===== src/rtl/packet_deframer_checksum15_macros.svh =====
// Assertion macros shared by the deframer RTL.
// Each expects signals named clk and rst_n in the using scope.
`ifndef PACKET_DEFRAMER_CHECKSUM15_MACROS_SVH
`define PACKET_DEFRAMER_CHECKSUM15_MACROS_SVH

// Consequent must hold in the same cycle as the antecedent
`define PDC_ASSERT_NOW(label, ante, cons, msg) \
  label: assert property (@(posedge clk) disable iff (!rst_n) (ante) |-> (cons)) \
    else $error(msg);

// Consequent must hold in the cycle after the antecedent
`define PDC_ASSERT_NEXT(label, ante, cons, msg) \
  label: assert property (@(posedge clk) disable iff (!rst_n) (ante) |=> (cons)) \
    else $error(msg);

`endif


===== src/rtl/pdc_pkg.sv =====
package pdc_pkg;

  // Framing bytes
  localparam logic [7:0] START_FIRST  = 8'hA0;
  localparam logic [7:0] START_SECOND = 8'hA2;
  localparam logic [7:0] END_FIRST    = 8'hB0;
  localparam logic [7:0] END_SECOND   = 8'hB3;

  // Checksum is kept modulo 2^15
  localparam int unsigned SUM_W = 15;

  // Reset value of the max length register
  localparam logic [15:0] MAX_LENGTH_RESET = 16'd2048;

  // Result kinds
  localparam logic KIND_DATA   = 1'b0;
  localparam logic KIND_STATUS = 1'b1;

  // Status codes
  typedef enum logic [2:0] {
    ST_OK           = 3'd0,
    ST_BAD_START    = 3'd1,
    ST_BAD_CHECKSUM = 3'd2,
    ST_BAD_END      = 3'd3,
    ST_BAD_LENGTH   = 3'd4
  } status_t;

  // One result request
  typedef struct packed {
    logic        kind;
    logic [7:0]  data_byte;
    logic [7:0]  packet_type;
    logic [15:0] packet_length;
    status_t     status;
  } result_t;

  // Buffer state seen by the input stage and the checks
  typedef struct packed {
    logic       full;
    logic [1:0] count;
  } buf_status_t;

endpackage


===== src/rtl/packet_deframer_checksum15.sv =====
// Channel   | Valid / stall       | Payload
// ----------+---------------------+----------------------------------------------
// input     | in_valid / in_stall | in_rx_byte
// result    | out_valid/out_stall | out_kind, out_data_byte, out_packet_type,
//           |                     | out_packet_length, out_status
// config    | cfg_wr_en           | cfg_wr_data (max_length)
//
// One byte per cycle while the result buffer has room; a byte's result passes the
// input register, then the state step that writes it into the result buffer.
// Synchronous active-low reset: hunting, max_length = 2048, buffer empty.
// A two-entry result buffer lets input continue while a result waits; in_stall
// rises only when a byte is held and both entries are full.
`include "packet_deframer_checksum15_macros.svh"

module packet_deframer_checksum15 (
  input  logic        clk,
  input  logic        rst_n,
  input  logic        in_valid,
  output logic        in_stall,
  input  logic [7:0]  in_rx_byte,
  output logic        out_valid,
  input  logic        out_stall,
  output logic        out_kind,
  output logic [7:0]  out_data_byte,
  output logic [7:0]  out_packet_type,
  output logic [15:0] out_packet_length,
  output logic [2:0]  out_status,
  input  logic        cfg_wr_en,
  input  logic [15:0] cfg_wr_data
);

  logic                 stage_valid;
  logic [7:0]           stage_byte;
  logic                 advance;
  logic                 push;
  pdc_pkg::result_t     core_result;
  pdc_pkg::result_t     out_data;
  pdc_pkg::buf_status_t buf_status;
  logic                 data_clear;

  // Held byte moves on when the buffer has room
  assign advance = stage_valid & ~buf_status.full;

  pdc_in_stage u_in_stage (
    .clk         (clk),
    .rst_n       (rst_n),
    .in_valid    (in_valid),
    .in_rx_byte  (in_rx_byte),
    .in_stall    (in_stall),
    .hold        (buf_status.full),
    .stage_valid (stage_valid),
    .stage_byte  (stage_byte)
  );

  pdc_core u_core (
    .clk         (clk),
    .rst_n       (rst_n),
    .cfg_wr_en   (cfg_wr_en),
    .cfg_wr_data (cfg_wr_data),
    .advance     (advance),
    .rx_byte     (stage_byte),
    .push        (push),
    .result      (core_result)
  );

  pdc_out_buf u_out_buf (
    .clk        (clk),
    .rst_n      (rst_n),
    .push       (push),
    .push_data  (core_result),
    .buf_status (buf_status),
    .out_valid  (out_valid),
    .out_stall  (out_stall),
    .out_data   (out_data)
  );

  assign out_kind          = out_data.kind;
  assign out_data_byte     = out_data.data_byte;
  assign out_packet_type   = out_data.packet_type;
  assign out_packet_length = out_data.packet_length;
  assign out_status        = out_data.status;

  // Status and length fields stay clear on a data request
  assign data_clear = (out_status == pdc_pkg::ST_OK) && (out_packet_length == 16'd0);

  // Checks
  `PDC_ASSERT_NOW(a_no_push_when_full, push, !buf_status.full, "push into full buffer")
  `PDC_ASSERT_NOW(a_stall_held, in_stall, stage_valid && buf_status.full, "idle stall")
  `PDC_ASSERT_NOW(a_data_item_clean, out_valid && !out_kind, data_clear, "bad data item")
  `PDC_ASSERT_NEXT(a_count_bounded, 1'b1, buf_status.count != 2'd3, "buffer count overflow")

endmodule


===== src/rtl/pdc_in_stage.sv =====
module pdc_in_stage (
  input  logic       clk,
  input  logic       rst_n,
  input  logic       in_valid,
  input  logic [7:0] in_rx_byte,
  output logic       in_stall,
  input  logic       hold,
  output logic       stage_valid,
  output logic [7:0] stage_byte
);

  logic       valid_r;
  logic [7:0] byte_r;

  // Stall only while a held byte cannot move on
  assign in_stall    = valid_r & hold;
  assign stage_valid = valid_r;
  assign stage_byte  = byte_r;

  always_ff @(posedge clk) begin
    if (!rst_n) begin
      valid_r <= 1'b0;
    end else if (!in_stall) begin
      valid_r <= in_valid;
    end
  end

  // Payload capture, no reset needed
  always_ff @(posedge clk) begin
    if (!in_stall && in_valid) begin
      byte_r <= in_rx_byte;
    end
  end

endmodule


===== src/rtl/pdc_core.sv =====
module pdc_core (
  input  logic             clk,
  input  logic             rst_n,
  input  logic             cfg_wr_en,
  input  logic [15:0]      cfg_wr_data,
  input  logic             advance,
  input  logic [7:0]       rx_byte,
  output logic             push,
  output pdc_pkg::result_t result
);

  typedef enum logic [3:0] {
    PH_HUNT   = 4'd0,
    PH_START2 = 4'd1,
    PH_LEN_LO = 4'd2,
    PH_LEN_HI = 4'd3,
    PH_TYPE   = 4'd4,
    PH_DATA   = 4'd5,
    PH_CK_LO  = 4'd6,
    PH_CK_HI  = 4'd7,
    PH_END1   = 4'd8,
    PH_END2   = 4'd9
  } phase_t;

  phase_t                       phase_r, phase_nxt;
  logic [15:0]                  max_length_r;
  logic [7:0]                   length_low_r, length_low_nxt;
  logic [15:0]                  length_value_r, length_value_nxt;
  logic [15:0]                  bytes_left_r, bytes_left_nxt;
  logic [pdc_pkg::SUM_W-1:0]    running_sum_r, running_sum_nxt;
  logic [7:0]                   type_value_r, type_value_nxt;
  logic [7:0]                   checksum_low_r, checksum_low_nxt;
  logic [15:0]                  rx_length;
  logic [15:0]                  rx_checksum;
  logic                         emit;
  pdc_pkg::result_t             res;

  assign rx_length   = {rx_byte, length_low_r};
  assign rx_checksum = {rx_byte, checksum_low_r};

  // Next state and result for the byte at the stage
  always_comb begin
    phase_nxt        = phase_r;
    length_low_nxt   = length_low_r;
    length_value_nxt = length_value_r;
    bytes_left_nxt   = bytes_left_r;
    running_sum_nxt  = running_sum_r;
    type_value_nxt   = type_value_r;
    checksum_low_nxt = checksum_low_r;
    emit             = 1'b0;
    res              = '0;
    case (phase_r)
      PH_START2: begin
        if (rx_byte != pdc_pkg::START_SECOND) begin
          emit       = 1'b1;
          res.kind   = pdc_pkg::KIND_STATUS;
          res.status = pdc_pkg::ST_BAD_START;
          phase_nxt  = PH_HUNT;
        end else begin
          phase_nxt = PH_LEN_LO;
        end
      end
      PH_LEN_LO: begin
        length_low_nxt = rx_byte;
        phase_nxt      = PH_LEN_HI;
      end
      PH_LEN_HI: begin
        length_value_nxt = rx_length;
        if (rx_length == 16'd0 || rx_length > max_length_r) begin
          emit              = 1'b1;
          res.kind          = pdc_pkg::KIND_STATUS;
          res.packet_length = rx_length;
          res.status        = pdc_pkg::ST_BAD_LENGTH;
          phase_nxt         = PH_HUNT;
        end else begin
          bytes_left_nxt = rx_length;
          phase_nxt      = PH_TYPE;
        end
      end
      PH_TYPE: begin
        type_value_nxt  = rx_byte;
        running_sum_nxt = {7'd0, rx_byte};
        bytes_left_nxt  = bytes_left_r - 16'd1;
        phase_nxt       = (bytes_left_nxt == 16'd0) ? PH_CK_LO : PH_DATA;
      end
      PH_DATA: begin
        running_sum_nxt = running_sum_r + {7'd0, rx_byte};
        bytes_left_nxt  = bytes_left_r - 16'd1;
        if (bytes_left_nxt == 16'd0) begin
          phase_nxt = PH_CK_LO;
        end
        emit          = 1'b1;
        res.kind      = pdc_pkg::KIND_DATA;
        res.data_byte = rx_byte;
      end
      PH_CK_LO: begin
        checksum_low_nxt = rx_byte;
        phase_nxt        = PH_CK_HI;
      end
      PH_CK_HI: begin
        // bit 15 set never matches the 15-bit sum
        if (rx_checksum != {1'b0, running_sum_r}) begin
          emit              = 1'b1;
          res.kind          = pdc_pkg::KIND_STATUS;
          res.packet_type   = type_value_r;
          res.packet_length = length_value_r;
          res.status        = pdc_pkg::ST_BAD_CHECKSUM;
          phase_nxt         = PH_HUNT;
        end else begin
          phase_nxt = PH_END1;
        end
      end
      PH_END1: begin
        if (rx_byte != pdc_pkg::END_FIRST) begin
          emit              = 1'b1;
          res.kind          = pdc_pkg::KIND_STATUS;
          res.packet_type   = type_value_r;
          res.packet_length = length_value_r;
          res.status        = pdc_pkg::ST_BAD_END;
          phase_nxt         = PH_HUNT;
        end else begin
          phase_nxt = PH_END2;
        end
      end
      PH_END2: begin
        emit              = 1'b1;
        res.kind          = pdc_pkg::KIND_STATUS;
        res.packet_type   = type_value_r;
        res.packet_length = length_value_r;
        res.status        = (rx_byte != pdc_pkg::END_SECOND) ? pdc_pkg::ST_BAD_END
                                                             : pdc_pkg::ST_OK;
        phase_nxt         = PH_HUNT;
      end
      default: begin
        // hunting, also any unused phase code
        phase_nxt = (rx_byte == pdc_pkg::START_FIRST) ? PH_START2 : PH_HUNT;
      end
    endcase
  end

  assign push   = advance & emit;
  assign result = res;

  // State and config register
  always_ff @(posedge clk) begin
    if (!rst_n) begin
      phase_r      <= PH_HUNT;
      max_length_r <= pdc_pkg::MAX_LENGTH_RESET;
    end else begin
      if (cfg_wr_en) begin
        max_length_r <= cfg_wr_data;
      end
      if (advance) begin
        phase_r <= phase_nxt;
      end
    end
  end

  // Datapath state, always written before it is read
  always_ff @(posedge clk) begin
    if (advance) begin
      length_low_r   <= length_low_nxt;
      length_value_r <= length_value_nxt;
      bytes_left_r   <= bytes_left_nxt;
      running_sum_r  <= running_sum_nxt;
      type_value_r   <= type_value_nxt;
      checksum_low_r <= checksum_low_nxt;
    end
  end

endmodule


===== src/rtl/pdc_out_buf.sv =====
module pdc_out_buf (
  input  logic                   clk,
  input  logic                   rst_n,
  input  logic                   push,
  input  pdc_pkg::result_t       push_data,
  output pdc_pkg::buf_status_t   buf_status,
  output logic                   out_valid,
  input  logic                   out_stall,
  output pdc_pkg::result_t       out_data
);

  // Two-entry result buffer: entries used in turn by the write and read pointers
  pdc_pkg::result_t entry0_r, entry1_r;
  logic             wr_ptr_r, rd_ptr_r;
  logic [1:0]       count_r;
  logic             pop;

  assign out_valid       = (count_r != 2'd0);
  assign pop             = out_valid & ~out_stall;
  assign out_data        = rd_ptr_r ? entry1_r : entry0_r;
  assign buf_status.full = (count_r == 2'd2);
  assign buf_status.count = count_r;

  // Pointers and fill count
  always_ff @(posedge clk) begin
    if (!rst_n) begin
      wr_ptr_r <= 1'b0;
      rd_ptr_r <= 1'b0;
      count_r  <= 2'd0;
    end else begin
      if (push) begin
        wr_ptr_r <= ~wr_ptr_r;
      end
      if (pop) begin
        rd_ptr_r <= ~rd_ptr_r;
      end
      count_r <= count_r + {1'b0, push} - {1'b0, pop};
    end
  end

  // Entry storage
  always_ff @(posedge clk) begin
    if (push && !wr_ptr_r) begin
      entry0_r <= push_data;
    end
    if (push && wr_ptr_r) begin
      entry1_r <= push_data;
    end
  end

endmodule


===== config.mk =====
export PLATFORM = sky130hd
export DESIGN_NAME = packet_deframer_checksum15
export DESIGN_NICKNAME = d
export VERILOG_FILES = /design/src/rtl/pdc_pkg.sv /design/src/rtl/packet_deframer_checksum15.sv /design/src/rtl/pdc_in_stage.sv /design/src/rtl/pdc_core.sv /design/src/rtl/pdc_out_buf.sv
export VERILOG_INCLUDE_DIRS = /design/src /design/src/rtl
export SDC_FILE = /design/constraint.sdc
export NUM_CORES = 1
export LEC_CHECK = 0
export ABC_CLOCK_PERIOD_IN_PS = 5630
export BUFFER_PORTS_ARGS = -buffer_cell sky130_fd_sc_hd__buf_4
export CAP_MARGIN = 10
export CORE_ASPECT_RATIO = 0.6
export CORE_UTILIZATION = 33
export DETAILED_ROUTE_END_ITERATION = 10
export PLACE_DENSITY = 0.47
export SYNTH_ARGS = -nofsm -noshare
export SYNTH_HDL_FRONTEND = slang
export SYNTH_SLANG_ARGS = --single-unit

===== constraint.sdc =====
create_clock -name clk -period 5.63 [get_ports clk]
set_clock_uncertainty 0.05 [all_clocks]
set_input_delay 0.563 -clock clk [delete_from_list [all_inputs] [get_ports clk]]
set_output_delay 0.563 -clock clk [all_outputs]
set_load 0.01 [all_outputs]

## Word level (Yosys, flattened, before mapping)

Cells that the tools add are included.

- Register bits: 176
- Output and inout bits: 38
- Word-level logic and storage cells: 100
- Bits of input ports: 29

- Reductions and logical operators: 20
- Multiplexer cells: 27
- Bitwise gates (word level): 8
- Add/subtract/negate cells: 4
- $lt $le $gt $ge: 1
- Equality and inequality tests: 17

Operator list:

| cell | count |
|---|---|
| $pmux W16 S4 | 1 |
| $mux W27 | 2 |
| $mux W36 | 1 |
| $pmux W4 S9 | 1 |
| $logic_not A16 Y1 | 2 |
| $pmux W16 S2 | 1 |
| $pmux W15 S2 | 1 |
| $ne A8 B8 Y1 const B | 3 |
| $pmux W8 S3 | 1 |
| $mux W19 | 1 |
| $eq A4 B3 Y1 const B | 4 |
| $gt A16 B16 Y1 | 1 |
| $mux W16 | 1 |
| $ne A16 B15 Y1 | 1 |
| $sub A16 B1 Y16 const B | 1 |
| $add A15 B8 Y15 | 1 |
| $pmux W3 S5 | 1 |
| $mux W4 | 3 |
| $reduce_and A2 Y1 | 6 |
| $pmux W1 S5 | 2 |
| $eq A4 B2 Y1 const B | 2 |
| $eq A4 B4 Y1 const B | 2 |
| $eq A8 B8 Y1 const B | 1 |
| $mux W8 | 1 |
| other kinds (17) | 36 |

## Longest topological paths before layout

Gate-level depths: netlist of the first run.

- Depth after elaboration: 7
- Mapped depth: 13
- Mapped depth without buffers: 12

## Hierarchy

From an unflattened synthesis of the first run, not the netlist that was laid out.

- Cell total of the unflattened synthesis: 649
- Area, all modules: 8426.8 um2

Modules (own cells, without submodules):

| module | sequential area each (um2) | area an instance (um2) | instances | cells an instance |
|---|---|---|---|---|
| pdc_core | 2532.4 | 5236.3 | 1 | 503 |
| pdc_out_buf | 2242.2 | 2894.0 | 1 | 133 |
| pdc_in_stage | 260.2 | 282.8 | 1 | 12 |
| packet_deframer_checksum15 | 0.0 | 13.8 | 1 | 1 |

## Least setup slack after synthesis of the first run

No wires, ideal clock.

- Path type: register to register
- From: reg u_in_stage.byte_r[6] (netlist: u_in_stage.stage_byte[6])
- To: reg u_out_buf.entry0_r[0] (netlist name), enable pin
- Path slack: 0.638 ns
- Clock period less this slack: 4.992 ns
- Library setup time: 0.474 ns
- Data required time: 5.106 ns
- Cell stages (with the launch flop): 10
- Arrival: 4.468 ns
- Path buffers: 1
- Path through: edfxtp_1 > ha_1 > nand4_1 > nor2_1 > nand2_1 > a41oi_1 > a2111oi_0 > buf_2 > nor3_1 > nor3_1

- Longest elaborated chain between the ends: 6
- Elaborated cells on any way between the ends: 13
- Classes of those cells: order compare: 1; eq/ne: 3; mux: 5; bitwise: 1; reduce/logical: 3

RTL lines:

| item | line | source |
|---|---|---|
| start, declared | pdc_in_stage.sv:13 | `logic [7:0] byte_r;` |
| start signal, assigned | pdc_in_stage.sv:31 | `byte_r <= in_rx_byte;` |
| $gt A16 B16 Y1 or $logic_not A16 Y1 (tied branches) | pdc_core.sv:69 | `if (rx_length == 16'd0 \|\| rx_length > max_length_r) begin` |
| $logic_or A1 B1 Y1 | pdc_core.sv:69 |  |
| $mux W1 | pdc_core.sv:69 |  |
| $pmux W1 S5 * | pdc_core.sv:52 | `case (phase_r)` |
| $and A1 B1 Y1 * | pdc_core.sv:141 | `assign push = advance & emit;` |
| $logic_and A1 B1 Y1 * | pdc_out_buf.sv:43 | `if (push && !wr_ptr_r) begin` |
| end signal, assigned | pdc_out_buf.sv:44 | `entry0_r <= push_data;` |
| end, declared | pdc_out_buf.sv:13 | `pdc_pkg::result_t entry0_r, entry1_r;` |

Mark *: on every way between the ends. The rest lies on a longest branch, timed or not.
A chain may end at the register's enable or synchronous reset.

## Final worst setup path of the first run

- From: reg u_in_stage.byte_r[3] (netlist: u_in_stage.stage_byte[3])
- To: reg u_out_buf.entry1_r[29] (netlist name), enable pin

- Longest elaborated chain between the ends: 6
- Elaborated cells on any way between the ends: 13
- Classes of those cells: order compare: 1; eq/ne: 3; mux: 5; bitwise: 1; reduce/logical: 3

RTL lines:

| item | line | source |
|---|---|---|
| $gt A16 B16 Y1 or $logic_not A16 Y1 (tied branches) | pdc_core.sv:69 |  |
| $logic_or A1 B1 Y1 | pdc_core.sv:69 |  |
| $mux W1 | pdc_core.sv:69 |  |
| $pmux W1 S5 * | pdc_core.sv:52 |  |
| $and A1 B1 Y1 * | pdc_core.sv:141 |  |
| $logic_and A1 B1 Y1 * | pdc_out_buf.sv:46 | `if (push && wr_ptr_r) begin` |
| end signal, assigned | pdc_out_buf.sv:47 | `entry1_r <= push_data;` |
| end, declared | pdc_out_buf.sv:13 |  |

Marks and branches as above.

==> impl_results.md, run 1 <==
* Sequential share of power at about half
* Critical Path Slowest Stage Cell: nor2_4
* Total power at 3.133 mW
* Cell Pwr Density at 321.7 mW/mm²
* Worst stage delay on the critical path at around 0.96 ns
* CP Class: flip-flop to flip-flop
* Fillers at 2369
* CTS clock-pin slew for the worst setup and hold paths at 0.07 ns
* Commonest non-fill, non-tap cells in the layout: edfxtp_1, buf_4, nor2_1
* H-tree levels at 4
* IO Port Bufs at 66
* Layout cells sized above 1 at between 20% and 30%
* DRT antenna net count at 0
* Ant. Diodes at 0
* # nets final at 779
* Vias in the first global route at 5245
* Clock Root Buffer: clkbuf_16
* Crit path required time at 5.63 ns
* Crit path cell chain: ha_1 -> nand4_1 -> nor2_1 -> nand2_1 -> a41oi_1 -> a2111oi_2 -> buf_4 -> nor3_1 -> nor2_4
* Outcome: finished with violations
* Initial DRC Count at 327
* Setup TNS at 0 ns
* FP Rows at 44
* Worst skew pair latency at 0.44 ns
* Static leakage at 3.548 nW
* Share of the yosys chip area belonging to registers at between 60% and 70%
* Largest fanout on the critical path at 36
* Drt total wl at ~20 mm
* Post-CTS Setup Repair Bufs at 0
* Post-CTS sizing at 0
* Core Area at 0.02444 mm²
* Slew Limit Fails at 0
* Gr ovfl total at 0
* Die X at roughly 210 µm
* CTS tree: built
* Total vias in the final route at 5364
* Initial antenna violation count at 0
* Most used DFF post-synth: edfxtp_1
* CP startpoint kind: flip-flop
* Avg Cell Area, Syn at 12.63 µm²
* Crit end category: flip-flop
* Die area at 0.02585 mm²
* Clock share of power at 37.0%
* Fmax at 257.4 MHz
* Ys async rst share at 0%
* Actual slew at the worst max-slew pin at 1.197 ns
* Fin crit share at 69.00%
* Tot GR Track Use at between 10% and 20%
* Hold crit path type: input pin to flip-flop
* Register area at 0.005036 mm²
* Sink Count at 176
* Post-route DRC at 4
* Final Hold Fails at 0
* Area of the multi-input gates at 0.003057 mm²
* DR pass1 iterations at 9
* Vias/cell at just over 5
* Post-synth EDFFs at ~150
* MaxCap Viol Count at 0
* Clock Tree Buf Depth at 2
* # setup viols final at 0
* Crit path time final at around 4 ns
* Switching share of power at 27.27%
* RSZ-0062 raised after global routing: false
* Largest net degree at the start of global routing at 42
* Violated checks: DRC
* Drt wl/cell at 18.92 µm
* Commonest non-fill, non-tap cell in the layout: edfxtp_1
* GPL Wtd Cong at 0.8051
* Cell variety after synth at 51
* First-pass GRT wire length at 30.67 mm
* Mapped cell area at 0.008312 mm²
* Starting Density at 34.00%
* Comb power frac at around 14%
* Area Growth Syn to Fin at 17.18%
* Crit path DAT at 3.89 ns
* Post-Syn Instances at 658
* Switching power at 854.4 µW
* Synth Register Bits at 176
* Hold_buf cts at 0
* CTS buffer count at 17
* Post-DP HPWL at between 10 and 15 mm
* Die height at 124.9 µm
* Cell Int Power at 2.278 mW
* Syn nets at a little over 700
* Ys Warns at 0
* Max VDD drop at 217.3 µV
* Slew HR at 20.01%
* Top-Level Pins at 67
power groups by stage:
stage          combinational, mW  clock, mW  sequential, mW
5_1_grt                    0.477       1.23            1.55
2_1_floorplan              0.303          0            1.50
4_1_cts                    0.445       1.18            1.54
6_report                   0.438       1.16            1.54
3_3_place_gp               0.436          0            1.57
3_5_place_dp               0.442          0            1.57
sequential cells by signal, indices dropped and copies added, names as in the netlist:
name / count
u_out_buf.wr_ptr_r: 1
u_core.length_low_r: 8
u_core.phase_r: 4
u_in_stage.stage_byte: 8
u_core.length_value_r: 16
u_core.type_value_r: 8
u_core.bytes_left_r: 16
u_core.running_sum_r: 15
u_out_buf.count_r: 2
u_out_buf.rd_ptr_r: 1
u_core.checksum_low_r: 8
u_out_buf.entry0_r: 36
u_out_buf.entry1_r: 36
u_in_stage.stage_valid: 1
u_core.max_length_r: 16
synth_stat cells (all sizes together), types with 4 or more instances:
library cell,count,area [µm²]
o31ai,7,52.55
nand2b,6,37.54
nor2,45,171.4
mux2i,17,170.2
mux2,36,405.4
nand3,11,55.05
buf,7,50.05
and3,12,75.07
o211ai,6,45.04
o21ai,17,85.08
a21oi,32,160.2
ha,28,350.3
clkbuf,23,86.33
or2,4,25.02
xor2,26,227.7
nor2b,19,118.9
xnor2,16,140.1
a21o,6,45.04
or3,6,37.54
nand2,34,127.6
and2,14,87.58
nor4,11,83.83
edfxtp,151,4534
a22o,16,140.1
dfxtp,25,500.5
nand4,5,31.28
inv,31,116.4
nor3,17,85.08
area by class of cell:
class | count | area share (%)
Timing Repair Buffer | 74 | 5.704
Multi-Input combinational cell | 421 | 31.38
Tap cell | 322 | 4.137
Inverter | 31 | 1.195
Sequential cell | 176 | 51.71
Clock buffer | 17 | 4.368
Clock inverter | 15 | 1.503
stage by stage:
stage                     hold slack, ns  utilization, %  worst slack, ns  std cells  cell area [µm²]
final                             0.2491           39.84            1.745       1056             9739
after detailed placement          0.4500           37.51            1.711       1024             9168
after global placement            0.4509           37.51            1.858       1024             9168
after CTS                         0.2292           39.84            1.686       1056             9739
after floorplan                   0.4093               -           0.6379        658             8312
after global routing              0.2220           39.84            1.460       1056             9739
cell families (layout without fill, tap and decap cells):
family                   count (synthesis)  count (layout)  synth area share, %
AO/OA/AOI/OAI                          101             101                8.023
XOR/XNOR                                42              42                4.426
adder cells (fa/ha/maj)                 29              29                4.456
buffers and inverters                   61             137                3.041
flip-flops                             176             176                60.58
multiplexers                            53              53                6.925
AND/OR/NAND/NOR                        196             196                12.55
worst paths after layout:
check	start	endpoint	slack, ns	cells past startpoint
max	u_in_stage.stage_byte[3]	u_out_buf.entry1_r[29]	1.75	9
min	in_rx_byte[2]	u_in_stage.stage_byte[2]	0.25	1
max reg2reg	u_in_stage.stage_byte[3]	u_out_buf.entry1_r[29]	1.75	9
min reg2reg	u_core.max_length_r[11]	u_core.max_length_r[11]	0.46	2
routing by layer:
layer  up-vias  GRT usage [%]  part of all wire, %
met2       149          22.00                   41
met3        14          3.780                  4.6
met4         0          3.864                 0.97
li1       2552              -                    -
met5         -              0                    0
met1      2649          24.87                   53
worst max-delay path, delay by kind of cell, from the launching register on:
kind / cells / cell delay, ns
AOI/OAI and AO/OA: 2 / 0.56
adders and majority gates: 1 / 0.38
buffers and inverters: 1 / 0.30
and+or+nand+nor: 5 / 1.38
DFF: 1 / 0.81
No activity file was read; power rests on OpenSTA's default activity.
==> run 2: changes to the inputs <==
ABC_CLOCK_PERIOD_IN_PS = 3800   (was 5630)
clock period = 3.8 ns   (was 5.63 ns; I/O delays follow)
==> impl_results.md, run 2 (synthesis gave the netlist of run 1 again) <==
* Outcome: completed
* Cells after DPL at between 1000 and 1500
* Die X at 206.9 µm
* Post-route DRC at 0
* DRT antenna net count at 0
* Fmax at 323.8 MHz
* Crit path time final at 3.088 ns
* # nets final at 791
* CTS tree: built
* Post-route insts no fill at 1068
* Tot GR Track Use at 16.42%
* Ant. Diodes at 0
* Met2 usage at about 22%
* Dpl ws at slightly above 0.7 ns
* Met1 Usage GRT at roughly a quarter
* Grt peak-use layer: met1
* Static leakage at 3.620 nW
* Sink Count at 176
* Crit path cell chain: nor3_1 -> nand3_1 -> nor2_1 -> a41oi_1 -> a2111oi_2 -> nor3_1 -> buf_4 -> nor3_4 -> buf_4
* Largest net degree at the start of global routing at 38
* Crit path DAT at between 3 and 4 ns
* # setup viols final at 0
* Worst stage delay on the critical path at 0.49 ns
* DR pass1 iterations at 7
* Worst skew pair latency at 0.44 ns
* CTS clock-pin slew for the worst setup and hold paths at ~0.060 ns
* Post-DP HPWL at 14.02 mm
* Vias in the first global route at 5258
* Hold crit path type: input pin to flip-flop
* First-pass GRT wire length at 31.44 mm
* FP Rows at 44
* Clock Tree Buf Depth at 2
* Cell Pwr Density at 477.8 mW/mm²
* Initial antenna violation count at 0
* Crit path required time at 3.82 ns
* CTS buffer count at 17
* Gr ovfl total at 0
* CP Class: flip-flop to flip-flop
* Hold_buf cts at 0
* CP startpoint kind: flip-flop
* Fin crit share at 81.27%
* Initial DRC Count at 456
* Drt total wl at approximately 20 mm
* Crit end category: flip-flop
* Critical Path Slowest Stage Cell: edfxtp_1
* Final worst slack at 0.7116 ns
* RSZ-0062 raised after global routing: false
* Die area at 0.02585 mm²
* Largest regs: u_out_buf.entry0_r: 36 flops, u_out_buf.entry1_r: 36 flops
* Commonest non-fill, non-tap cells in the layout: edfxtp_1, buf_4, nor2_1
* Area Growth Syn to Fin at 18.49%
* MaxCap Viol Count at 0
* Post-CTS sizing at 0
* H-tree levels at 4
* Commonest non-fill, non-tap cell in the layout: edfxtp_1
* Grt met3 use at 3.597%
* Die height at between 100 and 150 µm
* Actual slew at the worst max-slew pin at 1.070 ns
* Total vias in the final route at between 5000 and 6000
* Top-Level Pins at 67
* Largest fanout on the critical path at 36
* Max VDD drop at 297.7 µV
* Total power at 4.706 mW
* Slew HR at roughly 29%
* GPL Wtd Cong at between 0.7 and 0.8
* Layout cells sized above 1 at 22.39%
* Vias/cell at 5.023
* Drt wl/cell at 19.01 µm
* Final Hold Fails at 0
* Clock Root Buffer: clkbuf_16
* Post-CTS Setup Repair Bufs at 0
* Core Area at between 0.02 and 0.025 mm²
* IO Port Bufs at 66
* Starting Density at 34.00%
* Setup TNS at 0 ns
* Slew Limit Fails at 0
[run 2: worst paths after layout]
path / start / endpoint / slack (ns) / cells after the start
worst max register to register: u_in_stage.stage_byte[2] / u_out_buf.entry0_r[30] / 0.71 / 9
worst min-delay path: in_rx_byte[2] / u_in_stage.stage_byte[2] / 0.07 / 1
worst max-delay path: u_in_stage.stage_byte[2] / u_out_buf.entry0_r[30] / 0.71 / 9
worst min register to register: u_core.max_length_r[3] / u_core.max_length_r[3] / 0.47 / 2
[run 2: report_power, final]
| part | internal (mW) | switching, mW | total [mW] | leakage [nW] |
|---|---|---|---|---|
| Sequential | 2.14 | 0.0964 | 2.24 | 1.59 |
| Combinational | 0.374 | 0.338 | 0.712 | 1.75 |
| Clock | 0.977 | 0.777 | 1.75 | 0.283 |
| Total | 3.49 | 1.21 | 4.71 | 3.62 |
[run 2: cell type report]
| class | count | area (µm²) |
|---|---|---|
| fillers | 2323 | 14600 |
| clock inverters | 15 | 158.9 |
| flip-flops and latches | 176 | 5036 |
| multi-input cells | 421 | 3063 |
| well taps | 322 | 402.9 |
| repair buffers | 86 | 645.6 |
| inverters | 31 | 116.4 |
| clock buffers | 17 | 425.4 |
[run 2: critical path, delay by kind of cell, from the launching register on]
kind                   cells  cell delay (ns)
AO/OA/AOI/OAI              2             0.54
buffers and inverters      2             0.64
flip-flops                 1             0.49
AND/OR/NAND/NOR            5             0.99
[run 2: stage by stage]
step,hold slack [ns],utilization (%),cell area (µm²)
2_1_floorplan,0.4093,-,8325
3_3_place_gp,0.4521,37.90,9264
3_5_place_dp,0.4592,37.90,9264
4_1_cts,0.05203,40.29,9848
5_1_grt,0.04830,40.29,9848
6_report,0.07484,40.29,9848
[run 2: routing by layer]
layer | routed length (µm) | share of wire, %
met1 | 10690 | 53
met2 | 8345 | 41
met3 | 1082 | 5.3
met4 | 182 | 0.90
met5 | 0 | 0
